[src/rtl/core/bcpg_pkg.sv]
// shared widths and register indexes of the bezier point generator
package bcpg_pkg;

    localparam int IDX_W     = 10;
    localparam int COORD_W   = 16;
    localparam int ACC_W     = 48;
    localparam int MUL_A_W   = 32;
    localparam int MUL_B_W   = 16;
    localparam int CFG_IDX_W = 3;
    localparam int NUM_REGS  = 8;

    localparam logic [CFG_IDX_W-1:0] REG_START_X = 3'd0;
    localparam logic [CFG_IDX_W-1:0] REG_START_Y = 3'd1;
    localparam logic [CFG_IDX_W-1:0] REG_CTRL1_X = 3'd2;
    localparam logic [CFG_IDX_W-1:0] REG_CTRL1_Y = 3'd3;
    localparam logic [CFG_IDX_W-1:0] REG_CTRL2_X = 3'd4;
    localparam logic [CFG_IDX_W-1:0] REG_CTRL2_Y = 3'd5;
    localparam logic [CFG_IDX_W-1:0] REG_END_X   = 3'd6;
    localparam logic [CFG_IDX_W-1:0] REG_END_Y   = 3'd7;

endpackage

[src/rtl/core/bcpg_mul.sv]
// shared multiplier with registered product
module bcpg_mul
(
    input  logic                         clk,
    input  logic [bcpg_pkg::MUL_A_W-1:0] op_a,
    input  logic [bcpg_pkg::MUL_B_W-1:0] op_b,
    output logic [bcpg_pkg::ACC_W-1:0]   prod
);
    import bcpg_pkg::*;

    logic [ACC_W-1:0] prod_reg;
    logic [ACC_W-1:0] prod_next;

    assign prod_next = ACC_W'(op_a) * ACC_W'(op_b);

    always_ff @(posedge clk)
    begin
        prod_reg <= prod_next;
    end

    assign prod = prod_reg;

endmodule

[src/rtl/core/bcpg_div.sv]
// division by steps cubed through a reciprocal: operand shaping and remainder correction
module bcpg_div
#(
    parameter int STEPS = 1000
)
(
    input  logic [bcpg_pkg::ACC_W-1:0]    num,
    input  logic [bcpg_pkg::ACC_W-1:0]    prod,
    input  logic [bcpg_pkg::ACC_W-1:0]    rem,
    input  logic [bcpg_pkg::COORD_W-1:0]  q_base,
    output logic [bcpg_pkg::MUL_A_W-1:0]  num_hi,
    output logic [bcpg_pkg::MUL_B_W-1:0]  recip,
    output logic [bcpg_pkg::MUL_A_W-1:0]  den,
    output logic [bcpg_pkg::COORD_W-1:0]  q_est,
    output logic [bcpg_pkg::COORD_W-1:0]  quot
);
    import bcpg_pkg::*;

    localparam logic [ACC_W-1:0] DEN = ACC_W'(STEPS) * ACC_W'(STEPS) * ACC_W'(STEPS);
    // numerator stays below 2^NUM_W since the weights sum to steps cubed
    localparam int DEN_W = $clog2(DEN + ACC_W'(1));
    localparam int NUM_W = COORD_W + DEN_W;
    localparam int SH    = (NUM_W > MUL_A_W) ? (NUM_W - MUL_A_W) : 0;
    // keeps the reciprocal within 15 bits; the estimate then falls short by at most 5
    localparam int K     = COORD_W - 2 + DEN_W - SH;
    localparam logic [ACC_W-1:0] RECIP_FULL = (ACC_W'(1) << (SH + K)) / DEN;
    localparam logic [ACC_W-1:0] DEN2 = DEN + DEN;
    localparam logic [ACC_W-1:0] DEN3 = DEN2 + DEN;
    localparam logic [ACC_W-1:0] DEN4 = DEN3 + DEN;
    localparam logic [ACC_W-1:0] DEN5 = DEN4 + DEN;

    logic [2:0] fix;

    assign num_hi = MUL_A_W'(num >> SH);
    assign recip  = MUL_B_W'(RECIP_FULL);
    assign den    = MUL_A_W'(DEN);
    assign q_est  = COORD_W'(prod >> K);

    always_comb
    begin
        priority if (rem >= DEN5)
        begin
            fix = 3'd5;
        end
        else if (rem >= DEN4)
        begin
            fix = 3'd4;
        end
        else if (rem >= DEN3)
        begin
            fix = 3'd3;
        end
        else if (rem >= DEN2)
        begin
            fix = 3'd2;
        end
        else if (rem >= DEN)
        begin
            fix = 3'd1;
        end
        else
        begin
            fix = 3'd0;
        end
    end

    assign quot = q_base + COORD_W'(fix);

endmodule

[src/rtl/core/cubic_bezier_point_generator.sv]
// cubic bezier point generator: sequencer, weight and product schedule, result register
// an input beat runs 20 steps on the shared multiplier (weights, weighted control points,
// reciprocal quotient estimates and their back products, correction), then loads the output
// register once it is free; the sequencer waits in S_DONE while the output register stays full
// in_ready is high only while the sequencer is idle, which it is again once a point is loaded
// reset: rst_n clears the control points to 0, the step index to 0 and all valid flags
module cubic_bezier_point_generator
#(
    parameter int STEPS = 1000
)
(
    input  logic                            clk,
    input  logic                            rst_n,
    input  logic                            cfg_we,
    input  logic [bcpg_pkg::CFG_IDX_W-1:0]  cfg_index,
    input  logic [bcpg_pkg::COORD_W-1:0]    cfg_data,
    input  logic                            in_valid,
    output logic                            in_ready,
    input  logic                            restart,
    output logic                            out_valid,
    input  logic                            out_ready,
    output logic [bcpg_pkg::COORD_W-1:0]    point_x,
    output logic [bcpg_pkg::COORD_W-1:0]    point_y,
    output logic                            last_point
);
    import bcpg_pkg::*;

    localparam logic [2:0] S_IDLE = 3'd0;
    localparam logic [2:0] S_CALC = 3'd1;
    localparam logic [2:0] S_DONE = 3'd2;

    localparam logic [IDX_W-1:0] STEPS_I = IDX_W'(STEPS);
    localparam logic [4:0]       STEP_LAST = 5'd19;

    logic [COORD_W-1:0] cfg_reg [NUM_REGS];

    logic [2:0]         state_reg, state_next;
    logic [4:0]         step_reg, step_next;
    logic [IDX_W-1:0]   step_index_reg, step_index_next;
    logic [IDX_W-1:0]   i_reg, i_next;
    logic [IDX_W-1:0]   r_reg, r_next;
    logic               last_reg, last_next;
    logic [19:0]        ii_reg, ii_next;
    logic [19:0]        rr_reg, rr_next;
    logic [MUL_A_W-1:0] w0_reg, w0_next;
    logic [MUL_A_W-1:0] w1_reg, w1_next;
    logic [MUL_A_W-1:0] w2_reg, w2_next;
    logic [MUL_A_W-1:0] w3_reg, w3_next;
    logic [ACC_W-1:0]   accx_reg, accx_next;
    logic [ACC_W-1:0]   accy_reg, accy_next;
    logic [COORD_W-1:0] qex_reg, qex_next;
    logic [COORD_W-1:0] qey_reg, qey_next;
    logic [ACC_W-1:0]   remx_reg, remx_next;
    logic [ACC_W-1:0]   remy_reg, remy_next;
    logic [COORD_W-1:0] qx_reg, qx_next;
    logic [COORD_W-1:0] px_reg, px_next;
    logic [COORD_W-1:0] py_reg, py_next;
    logic               plast_reg, plast_next;
    logic               ovalid_reg, ovalid_next;

    logic [MUL_A_W-1:0] op_a;
    logic [MUL_B_W-1:0] op_b;
    logic [ACC_W-1:0]   prod;
    logic [ACC_W-1:0]   div_num;
    logic [ACC_W-1:0]   div_rem;
    logic [COORD_W-1:0] div_qbase;
    logic [MUL_A_W-1:0] num_hi;
    logic [MUL_B_W-1:0] recip;
    logic [MUL_A_W-1:0] den;
    logic [COORD_W-1:0] q_est;
    logic [COORD_W-1:0] quot;

    logic               accept;
    logic [IDX_W-1:0]   i_sel;
    logic [11:0]        i3;
    logic [11:0]        r3;

    assign accept = in_valid && in_ready;
    assign i3 = 12'(i_reg) * 12'd3;
    assign r3 = 12'(r_reg) * 12'd3;

    assign div_num   = (step_reg == 5'd15) ? accy_reg : accx_reg;
    assign div_rem   = (state_reg == S_DONE) ? remy_reg : remx_reg;
    assign div_qbase = (state_reg == S_DONE) ? qey_reg : qex_reg;

    always_comb
    begin
        i_sel = restart ? '0 : step_index_reg;
        // an out-of-range step starts over at zero
        if (i_sel > STEPS_I)
        begin
            i_sel = '0;
        end
    end

    // operand schedule of the shared multiplier
    always_comb
    begin
        op_a = '0;
        op_b = '0;
        unique case (step_reg)
            5'd0:
            begin
                op_a = MUL_A_W'(i_reg);
                op_b = MUL_B_W'(i_reg);
            end
            5'd1:
            begin
                op_a = MUL_A_W'(r_reg);
                op_b = MUL_B_W'(r_reg);
            end
            5'd2:
            begin
                op_a = MUL_A_W'(ii_reg);
                op_b = MUL_B_W'(i_reg);
            end
            5'd3:
            begin
                op_a = MUL_A_W'(rr_reg);
                op_b = MUL_B_W'(r_reg);
            end
            5'd4:
            begin
                op_a = MUL_A_W'(ii_reg);
                op_b = MUL_B_W'(r3);
            end
            5'd5:
            begin
                op_a = MUL_A_W'(rr_reg);
                op_b = MUL_B_W'(i3);
            end
            5'd6:
            begin
                op_a = w0_reg;
                op_b = cfg_reg[REG_START_X];
            end
            5'd7:
            begin
                op_a = w0_reg;
                op_b = cfg_reg[REG_START_Y];
            end
            5'd8:
            begin
                op_a = w1_reg;
                op_b = cfg_reg[REG_CTRL1_X];
            end
            5'd9:
            begin
                op_a = w1_reg;
                op_b = cfg_reg[REG_CTRL1_Y];
            end
            5'd10:
            begin
                op_a = w2_reg;
                op_b = cfg_reg[REG_CTRL2_X];
            end
            5'd11:
            begin
                op_a = w2_reg;
                op_b = cfg_reg[REG_CTRL2_Y];
            end
            5'd12:
            begin
                op_a = w3_reg;
                op_b = cfg_reg[REG_END_X];
            end
            5'd13:
            begin
                op_a = w3_reg;
                op_b = cfg_reg[REG_END_Y];
            end
            // quotient estimates by the reciprocal, then their products with steps cubed
            5'd14, 5'd15:
            begin
                op_a = num_hi;
                op_b = recip;
            end
            5'd16:
            begin
                op_a = den;
                op_b = qex_reg;
            end
            5'd17:
            begin
                op_a = den;
                op_b = qey_reg;
            end
            default:
            begin
                op_a = '0;
                op_b = '0;
            end
        endcase
    end

    always_comb
    begin
        state_next      = state_reg;
        step_next       = step_reg;
        step_index_next = step_index_reg;
        i_next          = i_reg;
        r_next          = r_reg;
        last_next       = last_reg;
        ii_next         = ii_reg;
        rr_next         = rr_reg;
        w0_next         = w0_reg;
        w1_next         = w1_reg;
        w2_next         = w2_reg;
        w3_next         = w3_reg;
        accx_next       = accx_reg;
        accy_next       = accy_reg;
        qex_next        = qex_reg;
        qey_next        = qey_reg;
        remx_next       = remx_reg;
        remy_next       = remy_reg;
        qx_next         = qx_reg;
        px_next         = px_reg;
        py_next         = py_reg;
        plast_next      = plast_reg;
        ovalid_next     = ovalid_reg;

        if (ovalid_reg && out_ready)
        begin
            ovalid_next = 1'b0;
        end

        unique case (state_reg)
            S_IDLE:
            begin
                if (accept)
                begin
                    i_next          = i_sel;
                    r_next          = STEPS_I - i_sel;
                    last_next       = (i_sel == STEPS_I);
                    step_index_next = (i_sel == STEPS_I) ? '0 : i_sel + IDX_W'(1);
                    accx_next       = '0;
                    accy_next       = '0;
                    step_next       = '0;
                    state_next      = S_CALC;
                end
            end
            S_CALC:
            begin
                // prod holds the registered result of the operands issued at the previous step
                unique case (step_reg)
                    5'd1:    ii_next   = prod[19:0];
                    5'd2:    rr_next   = prod[19:0];
                    5'd3:    w3_next   = prod[MUL_A_W-1:0];
                    5'd4:    w0_next   = prod[MUL_A_W-1:0];
                    5'd5:    w2_next   = prod[MUL_A_W-1:0];
                    5'd6:    w1_next   = prod[MUL_A_W-1:0];
                    5'd15:   qex_next  = q_est;
                    5'd16:   qey_next  = q_est;
                    5'd17:   remx_next = accx_reg - prod;
                    5'd18:   remy_next = accy_reg - prod;
                    default: ;
                endcase
                if ((step_reg >= 5'd7) && (step_reg <= 5'd14))
                begin
                    if (step_reg[0])
                    begin
                        accx_next = accx_reg + prod;
                    end
                    else
                    begin
                        accy_next = accy_reg + prod;
                    end
                end
                if (step_reg == STEP_LAST)
                begin
                    qx_next    = quot;
                    state_next = S_DONE;
                end
                else
                begin
                    step_next = step_reg + 5'd1;
                end
            end
            S_DONE:
            begin
                // hold here until the output register is free
                if (!ovalid_reg || out_ready)
                begin
                    px_next     = qx_reg;
                    py_next     = quot;
                    plast_next  = last_reg;
                    ovalid_next = 1'b1;
                    state_next  = S_IDLE;
                end
            end
            default:
            begin
                state_next = S_IDLE;
            end
        endcase
    end

    always_ff @(posedge clk or negedge rst_n)
    begin
        if (!rst_n)
        begin
            for (int k = 0; k < NUM_REGS; k++)
            begin
                cfg_reg[k] <= '0;
            end
        end
        else if (cfg_we)
        begin
            cfg_reg[cfg_index] <= cfg_data;
        end
    end

    always_ff @(posedge clk or negedge rst_n)
    begin
        if (!rst_n)
        begin
            state_reg      <= S_IDLE;
            step_reg       <= '0;
            step_index_reg <= '0;
            ovalid_reg     <= 1'b0;
        end
        else
        begin
            state_reg      <= state_next;
            step_reg       <= step_next;
            step_index_reg <= step_index_next;
            ovalid_reg     <= ovalid_next;
        end
    end

    always_ff @(posedge clk)
    begin
        i_reg     <= i_next;
        r_reg     <= r_next;
        last_reg  <= last_next;
        ii_reg    <= ii_next;
        rr_reg    <= rr_next;
        w0_reg    <= w0_next;
        w1_reg    <= w1_next;
        w2_reg    <= w2_next;
        w3_reg    <= w3_next;
        accx_reg  <= accx_next;
        accy_reg  <= accy_next;
        qex_reg   <= qex_next;
        qey_reg   <= qey_next;
        remx_reg  <= remx_next;
        remy_reg  <= remy_next;
        qx_reg    <= qx_next;
        px_reg    <= px_next;
        py_reg    <= py_next;
        plast_reg <= plast_next;
    end

    bcpg_mul u_mul
    (
        .clk  (clk),
        .op_a (op_a),
        .op_b (op_b),
        .prod (prod)
    );

    bcpg_div #(.STEPS(STEPS)) u_div
    (
        .num    (div_num),
        .prod   (prod),
        .rem    (div_rem),
        .q_base (div_qbase),
        .num_hi (num_hi),
        .recip  (recip),
        .den    (den),
        .q_est  (q_est),
        .quot   (quot)
    );

    assign in_ready   = (state_reg == S_IDLE);
    assign out_valid  = ovalid_reg;
    assign point_x    = px_reg;
    assign point_y    = py_reg;
    assign last_point = plast_reg;

    a_step_in_range: assert property (@(posedge clk) disable iff (!rst_n)
        step_index_reg <= STEPS_I)
        else $error("step index past the last step");

    a_accept_starts_calc: assert property (@(posedge clk) disable iff (!rst_n)
        accept |=> (state_reg == S_CALC) && (step_reg == 5'd0))
        else $error("input beat did not start the multiply schedule");

    a_out_hold: assert property (@(posedge clk) disable iff (!rst_n)
        (out_valid && !out_ready) |=> out_valid && $stable(point_x) && $stable(point_y)
            && $stable(last_point))
        else $error("output beat changed while waiting");

    a_done_loads_out: assert property (@(posedge clk) disable iff (!rst_n)
        (state_reg == S_DONE && (!ovalid_reg || out_ready)) |=> out_valid)
        else $error("finished point not loaded into the output register");

endmodule
[config.mk]
export PLATFORM = sky130hd
export DESIGN_NAME = cubic_bezier_point_generator
export DESIGN_NICKNAME = d
export VERILOG_FILES = /design/src/rtl/core/bcpg_pkg.sv /design/src/rtl/core/bcpg_mul.sv /design/src/rtl/core/bcpg_div.sv /design/src/rtl/core/cubic_bezier_point_generator.sv
export SDC_FILE = /design/constraint.sdc
export NUM_CORES = 2
export LEC_CHECK = 0
export BUFFER_PORTS_ARGS = -buffer_cell sky130_fd_sc_hd__buf_4
export CAP_MARGIN = 30
export CORE_MARGIN = 2
export CORE_UTILIZATION = 35
export DETAILED_ROUTE_END_ITERATION = 7
export GPL_ROUTABILITY_DRIVEN = 0
export GPL_TIMING_DRIVEN = 0
export SLEW_MARGIN = 20
export SYNTH_ARGS = -nofsm -noshare
export SYNTH_HDL_FRONTEND = slang
export SYNTH_SLANG_ARGS = --single-unit
[constraint.sdc]
create_clock -name clk -period 9.85 [get_ports clk]
set_input_delay 0.985 -clock clk [delete_from_list [all_inputs] [get_ports clk]]
set_output_delay 0.985 -clock clk [all_outputs]
set_load 0.01 [all_outputs]
==> impl_metrics.env <==
export IMPL_outcome="complete, no violations"
export IMPL_path_max_fanout=19
export IMPL_synth_nets=6120
export IMPL_dr_first_iter_drc_count=4917
export IMPL_number_of_flops_mapped_to_enable_cells_by_yosys=461
export IMPL_maximum_number_of_pins_on_one_net_before_global_route_repair=88
export IMPL_design_die_area_mm2=0.154
export IMPL_via_count_of_the_routed_design=42300
export IMPL_largest_reg_flops=128
export IMPL_place_port_buffers=55
export IMPL_startpoint_type="flip-flop"
export IMPL_seqCellArea_mm2=0.0185
export IMPL_clkSlewWorstSetupHoldPaths_ps=60
export IMPL_io_pins=60
export IMPL_std_cell_rows=142
export IMPL_crit_path_top_delay_cell="sky130_fd_sc_hd__fa_1"
export IMPL_drc=0
export IMPL_layout_cells_sized_above_1_pct=10.7
export IMPL_final_period_utilization_pct=97.3
export IMPL_grt_antenna_before_repair=7
export IMPL_synth_seq_cells=655
export IMPL_fin_hold_ws_ps=249
export IMPL_timing_setup_critical_path_class="reg2reg"
export IMPL_clock_fmax_mhz=104
export IMPL_synth_async_reset_ratio_pct=22.3
export IMPL_syn_to_final_growth_pct=13.0
export IMPL_hpwl_after_detailed_placement_mm=142
export IMPL_tns_ps=0
export IMPL_overflow=0
export IMPL_area_of_combinational_cells_with_multiple_inputs_mm2=0.0317
export IMPL_clock_sink_count=655
export IMPL_start_util_pct=35.3
export IMPL_yosys_warnings=0
export IMPL_clock_root_buffer="sky130_fd_sc_hd__clkbuf_16"
export IMPL_critical_path_top_cell_by_count="sky130_fd_sc_hd__fa_1"
export IMPL_h_tree_depth=3
export IMPL_critical_path_endpoint_type="flip-flop"
export IMPL_synth_ff_type="sky130_fd_sc_hd__edfxtp_1"
export IMPL_crit_family="adder cells"
export IMPL_cap_violations=0
export IMPL_synth_seq_area_share_pct=34.9
export IMPL_final_cell_mix="sky130_fd_sc_hd__inv_1 (629), sky130_fd_sc_hd__nor2_1 (532), sky130_fd_sc_hd__nand2_1 (489)"
export IMPL_timing_worst_slew_pin_value_ps=974
export IMPL_synth_cell_area_mm2=0.0530
export IMPL_grt_pass1_wl_mm=266
export IMPL_chipHeight_um=393
export IMPL_finish_net_count=6314
export IMPL_slew_violations=0
export IMPL_pre_cts_slack_ps=-2770
export IMPL_worst_path_largest_cell_delay_ps=600
export IMPL_cp_num_buf_inv=11
export IMPL_tritoncts_clock_tree="yes"
export IMPL_overall_global_routing_usage_pct=22.9
export IMPL_dr_pass1_iters=7
export IMPL_timing_hold_violations_final=0
export IMPL_slew_headroom_pct=35.0
export IMPL_synthDistinctLibCells=99
export IMPL_cts_made_buffers=71
export IMPL_post_synthesis_cell_count=5332
export IMPL_fin_worst_skew_ps=43.8
export IMPL_routed_wirelength_mm=179
export IMPL_timing_final_ws_setup_ps=262
export IMPL_final_setup_viol_count=0
export IMPL_final_common_cell="sky130_fd_sc_hd__inv_1"
export IMPL_grt_pass1_vias=41900
export IMPL_wl_per_cell_um=23.5
export IMPL_avgViaCountPerCell=5.57
export IMPL_die_width_um=393
export IMPL_detailed_place_area_mm2=0.0567
export IMPL_final_period_demand_of_the_worst_path_ps=9590
export IMPL_worst_endpoint_arrival_ps=10080
export IMPL_num_fill_cells=14700
export IMPL_synth_area_per_cell_um2=9.93
export IMPL_detail_route_antenna_nets=0
export IMPL_cts_buffer_depth=3
export IMPL_post_route_cell_area_mm2=0.0598
export IMPL_clk_insertion_delay_late_ps=670
export IMPL_hp_class="in2async"
export IMPL_worst_ep_required_time_ps=10350
export IMPL_floorplan_core_area_mm2=0.150
## layout make-up
cell class,count,share of cell area [%]
Multi-Input combinational cell,3789,52.9
Inverter,635,3.98
Sequential cell,655,30.8
Antenna cell,1,0.00418
Timing Repair Buffer,144,2.19
Buffer,230,1.74
Tap cell,2016,4.22
Clock buffer,95,3.31
Clock inverter,34,0.803
## routing by layer
| metal | global-route usage [%] | routed length, µm |
|---|---|---|
| met5 | 0 | 40 |
| met4 | 10.9 | 9660 |
| met3 | 3.70 | 14800 |
| met2 | 36.9 | 81800 |
| met1 | 30.1 | 72600 |
## through the flow
stage / utilization, % / instances
after floorplan: - / 5332
after global placement: 37.3 / 7403
after detailed placement: 37.8 / 7460
after CTS: 39.7 / 7591
after global routing: 39.9 / 7598
final: 39.9 / 7599
## final timing paths
kind	slack (ps)	from	endpoint	cells past startpoint
setup / recovery	260	step_reg[2]$_DFFE_PN0P_	u_mul.prod[38]$_DFF_P_	34
setup reg to reg	260	step_reg[2]$_DFFE_PN0P_	u_mul.prod[38]$_DFF_P_	34
max in group asynchronous	8770	rst_n	step_index_reg[6]$_DFFE_PN0P_	2
min in group clk	420	qx_reg[10]$_DFFE_PP_	point_x[10]$_DFFE_PP_	0
hold / removal	250	rst_n	cfg_reg[60]$_DFFE_PN0P_	1
hold reg to reg	420	qx_reg[10]$_DFFE_PP_	point_x[10]$_DFFE_PP_	0
## worst reg2reg max path, delay by kind of cell, from the launching register on
kind | cells | cell delay (ps)
compound gates | 8 | 1610
xor+xnor | 1 | 440
fa+ha+maj | 8 | 3930
buf+inv | 11 | 2020
flops | 1 | 420
simple gates | 6 | 1030
## cells in the mapped netlist, types with 88 or more instances
cell type                  instances  area, µm²
sky130_fd_sc_hd__nor2_1          545       2050
sky130_fd_sc_hd__ha_1            338       4230
sky130_fd_sc_hd__inv_1           629       2360
sky130_fd_sc_hd__a21oi_1         309       1550
sky130_fd_sc_hd__nand2_1         491       1840
sky130_fd_sc_hd__dfrtp_1         146       3650
sky130_fd_sc_hd__fa_1            425       8510
sky130_fd_sc_hd__mux2_2          131       1480
sky130_fd_sc_hd__edfxtp_1        461      13800
sky130_fd_sc_hd__nand3_1          88        440
sky130_fd_sc_hd__clkbuf_1        214        803
sky130_fd_sc_hd__o21ai_0         136        681
sky130_fd_sc_hd__xnor2_1         202       1770
## logic make-up after synthesis
logic type               after synthesis  synth area share [%]
adder cells (fa/ha/maj)              763                  24.1
XOR/XNOR                             261                  4.32
AND/OR/NAND/NOR                     1512                  12.8
AO/OA/AOI/OAI                       1061                  13.7
flip-flops                           655                  34.9
multiplexers                         192                  3.94
buffers and inverters                888                  6.36
## repair_timing
item | in CTS | in global routing
hold endpoints to repair | 0 | 0
buffers inserted | 17 | 11
gates cloned | 0 | 0
hold buffers | 0 | 0
resized for setup | 105 | 93
setup endpoints to repair | 37 | 14
pin swaps | 10 | 6
Power is not shown: default switching activity piles up to over one toggle a cycle in this logic, so the estimate is an artifact.
